<file path="config.mk">
export PLATFORM = sky130hd
export DESIGN_NAME = sequence_reorder_buffer_flat
export DESIGN_NICKNAME = d
export VERILOG_FILES = /design/src/hw/rtl/srb_pkg.sv /design/src/hw/rtl/srb_if.sv /design/src/hw/rtl/srb_slot_mem.sv /design/src/hw/rtl/srb_ctrl.sv /design/src/hw/rtl/sequence_reorder_buffer.sv /design/src/flat_wrapper.sv
export SDC_FILE = /design/constraint.sdc
export NUM_CORES = 1
export LEC_CHECK = 0
export BUFFER_PORTS_ARGS = -buffer_cell sky130_fd_sc_hd__buf_4
export CAP_MARGIN = 20
export CORE_MARGIN = 2
export CORE_UTILIZATION = 40
export DETAILED_ROUTE_END_ITERATION = 10
export GPL_ROUTABILITY_DRIVEN = 0
export GPL_TIMING_DRIVEN = 0
export PLACE_DENSITY = 0.68
export SLEW_MARGIN = 40
export SYNTH_ARGS = -nofsm -noshare
export SYNTH_HDL_FRONTEND = slang
export SYNTH_SLANG_ARGS = --single-unit
</file>
<file path="constraint.sdc">
create_clock -name clock -period 5.2 [get_ports clock]
set_input_delay 0.52 -clock clock [delete_from_list [all_inputs] [get_ports clock]]
set_output_delay 0.52 -clock clock [all_outputs]
set_load 0.01 [all_outputs]
</file>
<file path="src/hw/rtl/srb_pkg.sv">
package srb_pkg;

   localparam int SEQ_W          = 32;
   localparam int DESC_W         = 32;
   localparam int KIND_W         = 2;
   localparam int ERR_W          = 3;
   localparam int WINDOW_DEFAULT = 16;

   localparam logic FUNC_ITEM = 1'b0;
   localparam logic FUNC_END  = 1'b1;

   typedef enum logic [KIND_W-1:0] {
      KIND_RELEASE = 2'd0,
      KIND_FINISH  = 2'd1,
      KIND_ERROR   = 2'd2
   } kind_type;

   typedef enum logic [ERR_W-1:0] {
      ERR_NONE    = 3'd0,
      ERR_STALE   = 3'd1,
      ERR_DUP     = 3'd2,
      ERR_MISSING = 3'd3,
      ERR_BEYOND  = 3'd4
   } err_type;

   typedef enum logic [1:0] {
      ST_IDLE,
      ST_SEND,
      ST_READ,
      ST_OUT
   } state_type;

endpackage

</file>
<file path="src/hw/rtl/srb_if.sv">
interface srb_req_if;
   logic                      valid;
   logic                      ready;
   logic                      func;
   logic [srb_pkg::SEQ_W-1:0]  seq_index;
   logic [srb_pkg::DESC_W-1:0] payload_desc;
   logic                      upstream_failed;

   modport source (output valid, func, seq_index, payload_desc, upstream_failed,
                   input ready);
   modport sink (input valid, func, seq_index, payload_desc, upstream_failed,
                 output ready);
endinterface

interface srb_rsp_if;
   logic                      valid;
   logic                      ready;
   logic [srb_pkg::KIND_W-1:0] out_kind;
   logic [srb_pkg::SEQ_W-1:0]  out_index;
   logic [srb_pkg::DESC_W-1:0] out_payload;
   logic [srb_pkg::ERR_W-1:0]  error_code;
   logic                      run_last;

   modport source (output valid, out_kind, out_index, out_payload, error_code,
                   run_last, input ready);
   modport sink (input valid, out_kind, out_index, out_payload, error_code,
                 run_last, output ready);
endinterface

</file>
<file path="src/hw/rtl/srb_slot_mem.sv">
module srb_slot_mem #(
   parameter int DEPTH = srb_pkg::WINDOW_DEFAULT,
   localparam int AW   = $clog2(DEPTH)
) (
   input  logic                       clock,
   input  logic                       wr_en,
   input  logic [AW-1:0]              wr_addr,
   input  logic [srb_pkg::DESC_W-1:0] wr_data,
   input  logic                       rd_en,
   input  logic [AW-1:0]              rd_addr,
   output logic [srb_pkg::DESC_W-1:0] rd_data
);

   logic [srb_pkg::DESC_W-1:0] mem_ff [DEPTH];
   logic [srb_pkg::DESC_W-1:0] rd_data_ff;

   always_ff @(posedge clock) begin
      if (wr_en) begin
         mem_ff[wr_addr] <= wr_data;
      end
      // hold read data until the next read
      if (rd_en) begin
         rd_data_ff <= mem_ff[rd_addr];
      end
   end

   assign rd_data = rd_data_ff;

endmodule

</file>
<file path="src/hw/rtl/srb_ctrl.sv">
module srb_ctrl #(
   parameter int WINDOW = srb_pkg::WINDOW_DEFAULT,
   localparam int IW    = $clog2(WINDOW)
) (
   input  logic                       clock,
   input  logic                       reset,
   srb_req_if.sink                    req_ch,
   srb_rsp_if.source                  rsp_ch,
   output logic                       mem_wr_en,
   output logic [IW-1:0]              mem_wr_addr,
   output logic [srb_pkg::DESC_W-1:0] mem_wr_data,
   output logic                       mem_rd_en,
   output logic [IW-1:0]              mem_rd_addr,
   input  logic [srb_pkg::DESC_W-1:0] mem_rd_data
);

   localparam logic [IW:0]               WIN      = (IW+1)'(WINDOW);
   localparam logic [IW-1:0]             HEAD_TOP = IW'(WINDOW - 1);
   localparam logic [srb_pkg::SEQ_W-1:0] WIN_SEQ  = srb_pkg::SEQ_W'(WINDOW);

   srb_pkg::state_type          state_ff, state_in;
   logic [srb_pkg::SEQ_W-1:0]   next_exp_ff, next_exp_in;
   logic [IW-1:0]               head_ff, head_in;
   logic [WINDOW-1:0]           valid_ff, valid_in;
   logic                        failed_ff, failed_in;

   srb_pkg::kind_type           pend_kind_ff, pend_kind_in;
   logic [srb_pkg::SEQ_W-1:0]   pend_index_ff, pend_index_in;
   srb_pkg::err_type            pend_err_ff, pend_err_in;

   logic                        rsp_valid_ff, rsp_valid_in;
   srb_pkg::kind_type           out_kind_ff, out_kind_in;
   logic [srb_pkg::SEQ_W-1:0]   out_index_ff, out_index_in;
   logic [srb_pkg::DESC_W-1:0]  out_payload_ff, out_payload_in;
   srb_pkg::err_type            out_err_ff, out_err_in;
   logic                        run_last_ff, run_last_in;

   logic                        accept;
   logic                        out_free;
   logic                        stale;
   logic                        beyond;
   logic [srb_pkg::SEQ_W-1:0]   offset;
   logic [IW:0]                 slot_sum;
   logic [IW-1:0]               slot;
   logic [IW-1:0]               head_p1;

   assign accept   = req_ch.valid && req_ch.ready;
   assign out_free = !rsp_valid_ff || rsp_ch.ready;

   assign stale    = req_ch.seq_index < next_exp_ff;
   assign offset   = req_ch.seq_index - next_exp_ff;
   assign beyond   = offset >= WIN_SEQ;
   // slot is head plus offset, wrapped once around the window
   assign slot_sum = {1'b0, head_ff} + {1'b0, offset[IW-1:0]};
   assign slot     = (slot_sum >= WIN) ? IW'(slot_sum - WIN) : slot_sum[IW-1:0];
   assign head_p1  = (head_ff == HEAD_TOP) ? '0 : head_ff + IW'(1);

   always_comb begin
      state_in       = state_ff;
      next_exp_in    = next_exp_ff;
      head_in        = head_ff;
      valid_in       = valid_ff;
      failed_in      = failed_ff;
      pend_kind_in   = pend_kind_ff;
      pend_index_in  = pend_index_ff;
      pend_err_in    = pend_err_ff;
      out_kind_in    = out_kind_ff;
      out_index_in   = out_index_ff;
      out_payload_in = out_payload_ff;
      out_err_in     = out_err_ff;
      run_last_in    = run_last_ff;
      rsp_valid_in   = rsp_valid_ff && !rsp_ch.ready;
      mem_wr_en      = 1'b0;
      mem_wr_addr    = slot;
      mem_wr_data    = req_ch.payload_desc;
      mem_rd_en      = 1'b0;
      mem_rd_addr    = head_ff;
      req_ch.ready   = (state_ff == srb_pkg::ST_IDLE);

      case (state_ff)
         srb_pkg::ST_IDLE: begin
            if (accept) begin
               if (req_ch.func == srb_pkg::FUNC_END) begin
                  if (!failed_ff && !req_ch.upstream_failed) begin
                     if (|valid_ff) begin
                        pend_kind_in  = srb_pkg::KIND_ERROR;
                        pend_index_in = next_exp_ff;
                        pend_err_in   = srb_pkg::ERR_MISSING;
                     end else begin
                        pend_kind_in  = srb_pkg::KIND_FINISH;
                        pend_index_in = '0;
                        pend_err_in   = srb_pkg::ERR_NONE;
                     end
                     state_in = srb_pkg::ST_SEND;
                  end
                  // end of stream returns the window state to reset
                  next_exp_in = '0;
                  head_in     = '0;
                  valid_in    = '0;
                  failed_in   = 1'b0;
               end else if (!failed_ff) begin
                  pend_kind_in  = srb_pkg::KIND_ERROR;
                  pend_index_in = req_ch.seq_index;
                  if (stale) begin
                     pend_err_in = srb_pkg::ERR_STALE;
                     failed_in   = 1'b1;
                     state_in    = srb_pkg::ST_SEND;
                  end else if (beyond) begin
                     pend_err_in = srb_pkg::ERR_BEYOND;
                     failed_in   = 1'b1;
                     state_in    = srb_pkg::ST_SEND;
                  end else if (valid_ff[slot]) begin
                     pend_err_in = srb_pkg::ERR_DUP;
                     failed_in   = 1'b1;
                     state_in    = srb_pkg::ST_SEND;
                  end else begin
                     mem_wr_en      = 1'b1;
                     valid_in[slot] = 1'b1;
                     // only an arrival at the head can start a run
                     if (slot == head_ff) begin
                        state_in = srb_pkg::ST_READ;
                     end
                  end
               end
            end
         end
         srb_pkg::ST_SEND: begin
            if (out_free) begin
               rsp_valid_in   = 1'b1;
               out_kind_in    = pend_kind_ff;
               out_index_in   = pend_index_ff;
               out_payload_in = '0;
               out_err_in     = pend_err_ff;
               run_last_in    = 1'b1;
               state_in       = srb_pkg::ST_IDLE;
            end
         end
         srb_pkg::ST_READ: begin
            mem_rd_en = 1'b1;
            state_in  = srb_pkg::ST_OUT;
         end
         srb_pkg::ST_OUT: begin
            if (out_free) begin
               rsp_valid_in      = 1'b1;
               out_kind_in       = srb_pkg::KIND_RELEASE;
               out_index_in      = next_exp_ff;
               out_payload_in    = mem_rd_data;
               out_err_in        = srb_pkg::ERR_NONE;
               run_last_in       = !valid_ff[head_p1];
               valid_in[head_ff] = 1'b0;
               next_exp_in       = next_exp_ff + 1'b1;
               head_in           = head_p1;
               // fetch the next held entry while this item goes out
               if (valid_ff[head_p1]) begin
                  mem_rd_en   = 1'b1;
                  mem_rd_addr = head_p1;
               end else begin
                  state_in = srb_pkg::ST_IDLE;
               end
            end
         end
         default: begin
            state_in = srb_pkg::ST_IDLE;
         end
      endcase
   end

   always_ff @(posedge clock) begin
      if (reset) begin
         state_ff     <= srb_pkg::ST_IDLE;
         next_exp_ff  <= '0;
         head_ff      <= '0;
         valid_ff     <= '0;
         failed_ff    <= 1'b0;
         rsp_valid_ff <= 1'b0;
      end else begin
         state_ff     <= state_in;
         next_exp_ff  <= next_exp_in;
         head_ff      <= head_in;
         valid_ff     <= valid_in;
         failed_ff    <= failed_in;
         rsp_valid_ff <= rsp_valid_in;
      end
   end

   always_ff @(posedge clock) begin
      pend_kind_ff   <= pend_kind_in;
      pend_index_ff  <= pend_index_in;
      pend_err_ff    <= pend_err_in;
      out_kind_ff    <= out_kind_in;
      out_index_ff   <= out_index_in;
      out_payload_ff <= out_payload_in;
      out_err_ff     <= out_err_in;
      run_last_ff    <= run_last_in;
   end

   assign rsp_ch.valid       = rsp_valid_ff;
   assign rsp_ch.out_kind    = out_kind_ff;
   assign rsp_ch.out_index   = out_index_ff;
   assign rsp_ch.out_payload = out_payload_ff;
   assign rsp_ch.error_code  = out_err_ff;
   assign rsp_ch.run_last    = run_last_ff;

endmodule

</file>
<file path="src/hw/rtl/sequence_reorder_buffer.sv">
// Reorder buffer that takes completed items in any order and releases them strictly by
// sequence index through a registered output. An arriving item whose index is not the
// next one expected is written to the slot memory and gives no result. An item that
// fills the head slot starts a run: the READ state issues the first slot memory read,
// then the OUT state releases one item per cycle while the output side does not stall
// (the next read overlaps the current release). The slot memory read is registered.
// Stale, duplicate and out-of-window indexes give one error report, after which arrivals
// are dropped until end of stream; end of stream gives finish or missing-entries unless
// an error was reported or upstream_failed is set, clears all state in the cycle it is
// taken, and posts its result through the SEND state.
module sequence_reorder_buffer #(
   parameter int WINDOW = srb_pkg::WINDOW_DEFAULT
) (
   input  logic      clock,
   input  logic      reset,
   srb_req_if.sink   req_ch,
   srb_rsp_if.source rsp_ch
);

   localparam int IW = $clog2(WINDOW);

   logic                       mem_wr_en;
   logic [IW-1:0]              mem_wr_addr;
   logic [srb_pkg::DESC_W-1:0] mem_wr_data;
   logic                       mem_rd_en;
   logic [IW-1:0]              mem_rd_addr;
   logic [srb_pkg::DESC_W-1:0] mem_rd_data;

   srb_ctrl #(
      .WINDOW (WINDOW)
   ) u_ctrl (
      .clock       (clock),
      .reset       (reset),
      .req_ch      (req_ch),
      .rsp_ch      (rsp_ch),
      .mem_wr_en   (mem_wr_en),
      .mem_wr_addr (mem_wr_addr),
      .mem_wr_data (mem_wr_data),
      .mem_rd_en   (mem_rd_en),
      .mem_rd_addr (mem_rd_addr),
      .mem_rd_data (mem_rd_data)
   );

   srb_slot_mem #(
      .DEPTH (WINDOW)
   ) u_slot_mem (
      .clock   (clock),
      .wr_en   (mem_wr_en),
      .wr_addr (mem_wr_addr),
      .wr_data (mem_wr_data),
      .rd_en   (mem_rd_en),
      .rd_addr (mem_rd_addr),
      .rd_data (mem_rd_data)
   );

`ifndef SYNTH
   a_no_rw_overlap : assert property (@(posedge clock) disable iff (reset)
      !(mem_wr_en && mem_rd_en))
      else $error("slot memory written and read in the same cycle");

   a_write_on_accept : assert property (@(posedge clock) disable iff (reset)
      mem_wr_en |-> (req_ch.valid && req_ch.ready))
      else $error("slot write without an accepted item");

   a_end_no_read : assert property (@(posedge clock) disable iff (reset)
      (req_ch.valid && req_ch.ready && req_ch.func == srb_pkg::FUNC_END) |=> !mem_rd_en)
      else $error("slot read after end of stream");

   a_single_last : assert property (@(posedge clock) disable iff (reset)
      (rsp_ch.valid && rsp_ch.out_kind != srb_pkg::KIND_RELEASE) |-> rsp_ch.run_last)
      else $error("finish or error report not marked last");
`endif

endmodule

</file>
<file path="src/flat_wrapper.sv">
// flat-port wrapper written by rule: the top's interface ports become plain ports
module sequence_reorder_buffer_flat 
#(
   parameter int WINDOW = srb_pkg::WINDOW_DEFAULT
)
  (clock, reset, req_ch_valid, req_ch_func, req_ch_seq_index, req_ch_payload_desc, req_ch_upstream_failed, req_ch_ready, rsp_ch_valid, rsp_ch_out_kind, rsp_ch_out_index, rsp_ch_out_payload, rsp_ch_error_code, rsp_ch_run_last, rsp_ch_ready);
  srb_req_if req_ch_i ();
  srb_rsp_if rsp_ch_i ();
  input  logic clock;
  input  logic reset;
  input wire logic [$bits(req_ch_i.valid)-1:0] req_ch_valid;
  input wire logic [$bits(req_ch_i.func)-1:0] req_ch_func;
  input wire logic [$bits(req_ch_i.seq_index)-1:0] req_ch_seq_index;
  input wire logic [$bits(req_ch_i.payload_desc)-1:0] req_ch_payload_desc;
  input wire logic [$bits(req_ch_i.upstream_failed)-1:0] req_ch_upstream_failed;
  output wire logic [$bits(req_ch_i.ready)-1:0] req_ch_ready;
  output wire logic [$bits(rsp_ch_i.valid)-1:0] rsp_ch_valid;
  output wire logic [$bits(rsp_ch_i.out_kind)-1:0] rsp_ch_out_kind;
  output wire logic [$bits(rsp_ch_i.out_index)-1:0] rsp_ch_out_index;
  output wire logic [$bits(rsp_ch_i.out_payload)-1:0] rsp_ch_out_payload;
  output wire logic [$bits(rsp_ch_i.error_code)-1:0] rsp_ch_error_code;
  output wire logic [$bits(rsp_ch_i.run_last)-1:0] rsp_ch_run_last;
  input wire logic [$bits(rsp_ch_i.ready)-1:0] rsp_ch_ready;
  assign req_ch_i.valid = req_ch_valid;
  assign req_ch_i.func = req_ch_func;
  assign req_ch_i.seq_index = req_ch_seq_index;
  assign req_ch_i.payload_desc = req_ch_payload_desc;
  assign req_ch_i.upstream_failed = req_ch_upstream_failed;
  assign req_ch_ready = req_ch_i.ready;
  assign rsp_ch_valid = rsp_ch_i.valid;
  assign rsp_ch_out_kind = rsp_ch_i.out_kind;
  assign rsp_ch_out_index = rsp_ch_i.out_index;
  assign rsp_ch_out_payload = rsp_ch_i.out_payload;
  assign rsp_ch_error_code = rsp_ch_i.error_code;
  assign rsp_ch_run_last = rsp_ch_i.run_last;
  assign rsp_ch_i.ready = rsp_ch_ready;
  sequence_reorder_buffer #(.WINDOW(WINDOW)) u_core (.clock(clock), .reset(reset), .req_ch(req_ch_i), .rsp_ch(rsp_ch_i));
endmodule
</file>
==> results of run 1 <==
[cells in the final DEF, fill, tap and decap left out, types with 38 or more instances in the layout]
master	instances
ha_1	44
xnor2_1	38
edfxtp_1	651
and2_1	40
mux2_2	99
mux2i_1	198
dfxtp_1	56
clkbuf_16	75
nand2_1	115
clkbuf_1	71
buf_4	170
inv_1	66
a21oi_1	73
nor2_1	100
o21ai_0	50
nand3_1	54
o22ai_1	70
[layer usage]
metal  vias up  global-route usage  part of all wire
met5         -                   0           0.00079
met1      9856               0.254              0.39
li1       8862                   -                 -
met2       969               0.351              0.49
met3       196              0.0442             0.083
met4        10              0.0657             0.033
[area by class of cell]
class / instances / area share
clock buffers: 89 / 0.0525
plain buffers: 115 / 0.0142
diodes: 1 / 0.0000677
inverters: 66 / 0.00671
multi-input cells: 1254 / 0.258
flip-flops and latches: 707 / 0.560
well taps: 1030 / 0.0349
clock inverters: 47 / 0.0148
repair buffers: 208 / 0.0594
[kinds of logic (layout without fill, tap and decap cells)]
family	Yosys count	in the layout
AO/OA/AOI/OAI	398	398
XOR/XNOR	44	44
adder cells (fa/ha/maj)	46	46
buffers and inverters	183	525
flip-flops	707	707
multiplexers	306	306
other	0	1
AND/OR/NAND/NOR	460	460
[flip-flops by register name (all words and copies together) (netlist names)]
| signal | flops |
|---|---|
| u_core.u_ctrl.failed_ff | 1 |
| u_core.u_ctrl.head_ff | 4 |
| u_core.u_ctrl.next_exp_ff | 32 |
| u_core.u_ctrl.pend_err_ff | 3 |
| u_core.u_ctrl.pend_index_ff | 32 |
| u_core.u_ctrl.pend_kind_ff | 2 |
| u_core.u_ctrl.rsp_ch.error_code | 3 |
| u_core.u_ctrl.rsp_ch.out_index | 32 |
| u_core.u_ctrl.rsp_ch.out_kind | 2 |
| u_core.u_ctrl.rsp_ch.out_payload | 32 |
| u_core.u_ctrl.rsp_ch.run_last | 1 |
| u_core.u_ctrl.rsp_ch.valid | 1 |
| u_core.u_ctrl.state_ff | 2 |
| u_core.u_ctrl.valid_ff | 16 |
| u_core.u_slot_mem.mem_ff | 512 |
| u_core.u_slot_mem.rd_data | 32 |
[how the worst min path moves through the flow]
stage,cells after the start,end,slack (ns),from
after floorplan,2,u_core.u_ctrl.valid_ff[10],0.46,u_core.u_ctrl.valid_ff[10]
after CTS,1,u_core.u_slot_mem.mem_ff[15][9],0.14,req_ch_payload_desc[9]
after global placement,2,u_core.u_ctrl.state_ff[0],0.50,u_core.u_ctrl.state_ff[0]
after global routing,1,u_core.u_slot_mem.mem_ff[10][9],0.16,req_ch_payload_desc[9]
final,1,u_core.u_slot_mem.mem_ff[11][1],0.17,req_ch_payload_desc[1]
after detailed placement,1,u_core.u_ctrl.rsp_ch.out_payload[29],0.51,u_core.u_slot_mem.rd_data[29]
[report_power, final]
group / internal, uW / total, uW / switching (uW)
Combinational: 638 / 1700 / 1060
Clock: 3100 / 5340 / 2240
Sequential: 6630 / 6730 / 103
Total: 10400 / 13800 / 3410
[metrics by stage]
stage / worst slack, ns / area [sq um] / utilization / hold slack, ns
2_1_floorplan: -0.426 / 30800 / - / 0.459
3_3_place_gp: -3.02 / 33100 / 0.435 / 0.497
3_5_place_dp: -0.607 / 34100 / 0.448 / 0.510
4_1_cts: -0.0333 / 36800 / 0.484 / 0.141
5_1_grt: 0.0337 / 36900 / 0.486 / 0.163
6_report: 0.236 / 36900 / 0.486 / 0.170
[repair_timing]
action | CTS | global route
endpoints found under the setup margin | 467 | 501
endpoints found under the hold margin | 0 | 0
gates cloned | 0 | 0
resized for setup | 1 | 5
pin swaps | 10 | 2
buffers inserted | 27 | 4
==> results.tsv, run 1 <==
stage	metric	value	unit
routing	ant_nets	0	
grt	grt_first_pass_wirelength	120000	um
routing	route.final.wire_length	81500	um
clock_network	clk_pin_slew_worst_paths	0.06	ns
sta	rsz0062_at_grt	false	
finish	syn_to_final_growth	20.0	%
grt	grt_overflow	0	
critical_path	crit_end	u_core.u_slot_mem.mem_ff[1][12]	
logic_synthesis	synth_top_area_cell	edfxtp_1	
power	vdd_drop_max	0.000334	V
job	cap_violations	0	
critical_path	slowest_stage	fa_1	
logic_synthesis	ys_types	86	
sta	clock.fmax	201	MHz
critical_path	cp-startpoint	u_core.u_ctrl.next_exp_ff[0]	
finish	drive_gt1_frac	0.208	
logic_synthesis	synth_seq_area_share	0.671	
sta	hold_viol	0	
critical_path	critical_path_class	flop to flop	
routing	drt_iter0_drc	1863	
routing	num_vias	19893	
critical_path	path_delay_family	adder cells	
place	dp_cells	3351	
floorplan	dieHeight	281	um
logic_synthesis	yosys_warnings	0	
logic_synthesis	synthArstFlopShare	0	
logic_synthesis	synth_edf_count	651	
logic_synthesis	yosys_most_used_dff	edfxtp_1	
sta	fin_setup_tns	0	ns
finish	multiInputGateArea	9530	sq um
sta	fin_crit	4.96	ns
logic_synthesis	synth.avg_cell_area	14.4	sq um
clock_network	numCtsBuffers	74	
critical_path	cp_cell_sequence	ha_1, fa_1, fa_1, mux4_2, mux4_2, nor4b_4, nand4_1, buf_4, buf_4, nor2_4, buf_8	
critical_path	endpoint_kind	flop	
logic_synthesis	synthTopCellsByArea	edfxtp_1 64%, mux2i_1 6.4%, dfxtp_1 3.6%	
critical_path	ff2ff_path_depth	11	
routing	wl_per_cell	23.2	um
floorplan	coreArea	76100	sq um
clock_network	clk_path_buf_depth	3	
clock_network	cts-root-buf	clkbuf_16	
sta	period_share	0.955	
logic_synthesis	synthXorXnorAreaFrac	0.0128	
sta	skew	0.0434	ns
critical_path	crit_fanout	15	
floorplan	die-width	281	um
place	port_buffers	141	
status	status	finished clean	
grt	grt_pass1_vias	19463	
worst_hold_path	hold_class	input pin to flop	
finish	register_area	20700	sq um
routing	drt_first_pass_iters	7	
power	totalPowerFinal	13800	uW
critical_path	crit_arrival	5.29	ns
grt	grt_use_total	0.203	
critical_path	rr_startpoint	u_core.u_ctrl.next_exp_ff[0]	
routing	route.detailed.drc	0	
clock_network	h-tree-depth	3	
floorplan	io_pins	142	
finish	finalNonFillerCells	3517	
critical_path	cp.required	5.53	ns
grt	grt_antenna_before_repair	7	
logic_synthesis	syn_nets	2260	
critical_path	r2r-end	u_core.u_slot_mem.mem_ff[1][12]	
finish	nets	2542	
power	power.density	373	nW/um^2
floorplan	design.die.area	79200	sq um
sta	maxSlewHeadroom	0.429	
clock_network	cts_hold_buf	0	
critical_path	cp_num_buf_inv	3	
critical_path	critPathLaunchType	flop	
clock_network	cts_tree	built	
logic_synthesis	synth_top_family_by_area	multiplexers	
logic_synthesis	synth_compound_area_frac	0.0911	
sta	setup_viol	0	
critical_path	worst-r2r-setup-slack	0.24	ns
floorplan	start_util	0.405	
logic_synthesis	post-synth-top-area-fraction	0.635	
logic_synthesis	synthMuxAreaShare	0.107	
logic_synthesis	synth_cells	2144	
logic_synthesis	post-synth-top-count-cell	edfxtp_1	
logic_synthesis	synthesis.area	30800	sq um
place	place_hpwl	55400	um
logic_synthesis	synth-simple-area-share	0.0732	
power	total_leakage_power	0.0135	uW
routing	detail_route.vias_per_cell	5.66	
clock_network	insertion_delay	0.65	ns
grt	grt_max_degree	36	
finish	fill_cells	6444	
sta	max_slew.worst_pin.slew	0.857	ns
floorplan	row_count	101	
clock_network	cts_sinks	707	
critical_path	slowest_delay	0.84	ns
critical_path	path_depth	11	
logic_synthesis	ys_top_cells_by_count	651 x edfxtp_1, 198 x mux2i_1, 117 x nor2_1, 115 x nand2_1, 99 x mux2_2	
logic_synthesis	synthAdderAreaFrac	0.0192	
logic_synthesis	ys_seq_elements	707	
sta	maxSlewViolCount	0	
Power figures use the tool's default switching activity.
==> run 2, diff against run 1 <==
- ABC_AREA: not set -> 1
==> run 2 against run 1 <==
  * Clock-buffer cell count increased by 10
  * Largest power group unchanged
  * Routed wire length increased by 19%
  * Non-clock buffer count increased by 3
  * Global-route usage increased by 2.2 points
  * Utilization decreased by 0.65 points
  * Hold slack improved by 0.0053 ns
  * Design area increased by 6.5%
  * Synthesized cell count increased by 64%
  * Sequential power increased by 1%
==> results.tsv, run 2 <==
stage	metric	value	unit
status	status	finished clean	
job	cap_violations	0	
worst_hold_path	hold_class	input pin to flop	
logic_synthesis	post-synth-top-area-fraction	0.590	
finish	top_register	u_core.u_slot_mem.mem_ff	
clock_network	cts-root-buf	clkbuf_16	
logic_synthesis	synth_top_area_cell	edfxtp_1	
floorplan	start_util	0.404	
power	switching_share	0.265	
finish	mostFrequentLayoutCell	nand2_1	
logic_synthesis	yosys_most_used_dff	edfxtp_1	
sta	maxSlewHeadroom	0.411	
logic_synthesis	ys_types	48	
logic_synthesis	synthXorXnorAreaFrac	0.00370	
place	port_buffers	139	
logic_synthesis	syn_nets	3624	
floorplan	design.die.area	85200	sq um
routing	drt_first_pass_iters	9	
critical_path	endpoint_kind	flop	
finish	nets	3891	
logic_synthesis	synthArstFlopShare	0	
routing	route.final.wire_length	97300	um
grt	grt_first_pass_wirelength	145000	um
power	totalPowerFinal	14800	uW
grt	grt_use_total	0.226	
grt	grt_antenna_before_repair	4	
grt	grt_overflow	0	
power	total_leakage_power	0.0168	uW
logic_synthesis	yosys_warnings	0	
critical_path	cp.required	5.55	ns
clock_network	clk_pin_slew_worst_paths	0.06	ns
floorplan	coreArea	82100	sq um
floorplan	row_count	105	
finish	final_area	39300	sq um
finish	syn_to_final_growth	18.7	%
grt	grt_pass1_vias	24037	
logic_synthesis	synthesis.area	33200	sq um
clock_network	clk_path_buf_depth	3	
sta	period_share	0.954	
logic_synthesis	synth_top_family_by_area	simple AND/OR/NAND/NOR gates	
logic_synthesis	synthMuxAreaShare	0	
grt	met2_usage	0.370	
power	intPower	10900	uW
critical_path	crit_fanout	10	
logic_synthesis	synth_seq_area_share	0.623	
place	place_hpwl	67600	um
routing	wl_per_cell	19.8	um
critical_path	crit_arrival	5.31	ns
sta	fin_crit	4.96	ns
logic_synthesis	synth_edf_count	651	
power	p_switching	3920	uW
grt	top_usage_layer	met2	
clock_network	cts_tree	built	
sta	hold_viol	0	
sta	max_slew.worst_pin.slew	0.884	ns
clock_network	cts_hold_buf	0	
clock_network	cts_sinks	707	
floorplan	die-width	292	um
routing	drt_iter0_drc	2802	
routing	route.detailed.drc	0	
floorplan	dieHeight	292	um
finish	largest_reg_flops	512	
routing	num_vias	25615	
critical_path	critical_path_class	flop to flop	
sta	skew	0.0441	ns
sta	clock.fmax	202	MHz
routing	detail_route.vias_per_cell	5.21	
logic_synthesis	synth.avg_cell_area	9.45	sq um
power	seqPwrFrac	0.460	
sta	maxSlewViolCount	0	
logic_synthesis	synthAdderAreaFrac	0.0178	
sta	setup_viol	0	
grt	use_met3	0.0403	
power	vdd_drop_max	0.000319	V
logic_synthesis	synth-simple-area-share	0.209	
finish	drive_gt1_frac	0.113	
clock_network	h-tree-depth	3	
logic_synthesis	ys_top_cells_by_count	1,052 x nand2_1, 651 x edfxtp_1, 611 x inv_1, 407 x nand3_1, 160 x o21ai_0	
logic_synthesis	post-synth-top-count-cell	nand2_1	
power	clkPwrFrac	0.397	
logic_synthesis	synth_cells	3508	
finish	layout_common_cells	1,052 x nand2_1, 651 x edfxtp_1, 611 x inv_1, 407 x nand3_1, 170 x buf_4	
floorplan	io_pins	142	
logic_synthesis	synth_compound_area_frac	0.0528	
routing	ant_nets	0	
power	comb_power_share	0.144	
place	dpl_cell_area	36600	sq um
clock_network	numCtsBuffers	80	
critical_path	critPathLaunchType	flop	
grt	met1_usage	0.292	
logic_synthesis	ys_seq_elements	707	
logic_synthesis	synthTopCellsByArea	edfxtp_1 59%, nand2_1 12%, inv_1 6.9%	
clock_network	insertion_delay	0.66	ns
grt	grt_max_degree	33	
finish	fill_cells	7389	
power	power.density	376	nW/um^2
-- run 2: changes by cell type after synthesis, moves of 22 or more --
cell	change
xnor2_1	-31
buf_4	+22
o2bb2ai_1	-34
o21ai_1	+35
and2_1	-39
mux2i_1	-198
nand3_1	+352
o22a_1	-33
a22oi_1	-27
o22ai_1	-68
nand2_1	+937
o21ai_0	+110
inv_1	+545
mux2_2	-99
-- run 2: kinds of logic after synthesis --
family | Yosys count
AOI/OAI and AO/OA | 329
xor gates and xnor gates | 14
DFF | 707
and+or+nand+nor | 1656
adders and majority gates | 46
buffers and inverters | 756
-- run 2: worst max-delay path, cell delays in order (launching register included) --
cell	delay (ns)
dfxtp_1	0.33
ha_1	0.22
fa_1	0.54
fa_1	0.50
clkbuf_1	0.28
nor2_2	0.40
a22oi_1	0.16
a21oi_1	0.14
o21ai_0	0.11
nand2_1	0.19
nand2_1	0.07
inv_1	0.10
nand3_1	0.14
nand3b_4	0.36
buf_2	0.37
nor2_4	0.39
buf_8	0.22
buf_16	0.17
-- run 2: repair_timing --
action / 4_1_cts / 5_1_grt
pin swaps: 0 / 2
gates resized for setup: 2 / 2
setup buffers: 0 / 3
endpoints found under the setup margin: 57 / 224
-- run 2: worst paths after layout --
kind | start | slack [ns] | endpoint | cells past startpoint
max reg2reg | u_core.u_ctrl.next_exp_ff[0] | 0.24 | u_core.u_slot_mem.mem_ff[8][20] | 17
min | req_ch_seq_index[11] | 0.17 | u_core.u_ctrl.pend_index_ff[11] | 3
min reg2reg | u_core.u_ctrl.valid_ff[3] | 0.46 | u_core.u_ctrl.valid_ff[3] | 2
max | u_core.u_ctrl.next_exp_ff[0] | 0.24 | u_core.u_slot_mem.mem_ff[8][20] | 17
-- run 2: final cells by class --
cell class	count	area [sq um]	share of cell area
Clock inverter	49	604	0.0154
Multi-Input combinational cell	2045	9580	0.243
Timing Repair Buffer	185	1920	0.0488
Buffer	141	781	0.0198
Clock buffer	99	2140	0.0543
Sequential cell	707	20700	0.525
Antenna cell	2	5.00	0.000127
Tap cell	1070	1340	0.0340
Inverter	615	2310	0.0587
-- run 2: metal layers --
metal	vias to the layer above	part of all wire
met5	-	0.00054
met4	8	0.045
met3	241	0.092
met2	1320	0.47
met1	12023	0.40
li1	12023	-
-- run 2: per-stage QoR --
step,utilization,cells,worst slack [ns],hold WS (ns),TNS (ns)
floorplan,-,3508,0.0397,0.441,0
global placement,0.433,4717,-2.90,0.452,-1390.65
detailed placement,0.445,4760,-0.472,0.454,-76.45
CTS,0.479,4908,0.0282,0.143,0
global route,0.479,4911,-0.0265,0.156,-0.163
finish,0.479,4913,0.237,0.175,0
-- run 2: power groups by stage --
| stage | sequential, uW | combinational (uW) | clock [uW] |
|---|---|---|---|
| 6_report | 6800 | 2120 | 5860 |
| 5_1_grt | 6820 | 2310 | 6130 |
| 4_1_cts | 6800 | 2110 | 5910 |
| 3_5_place_dp | 6920 | 2100 | 0 |
| 3_3_place_gp | 6960 | 1880 | 0 |
| 2_1_floorplan | 7040 | 925 | 0 |
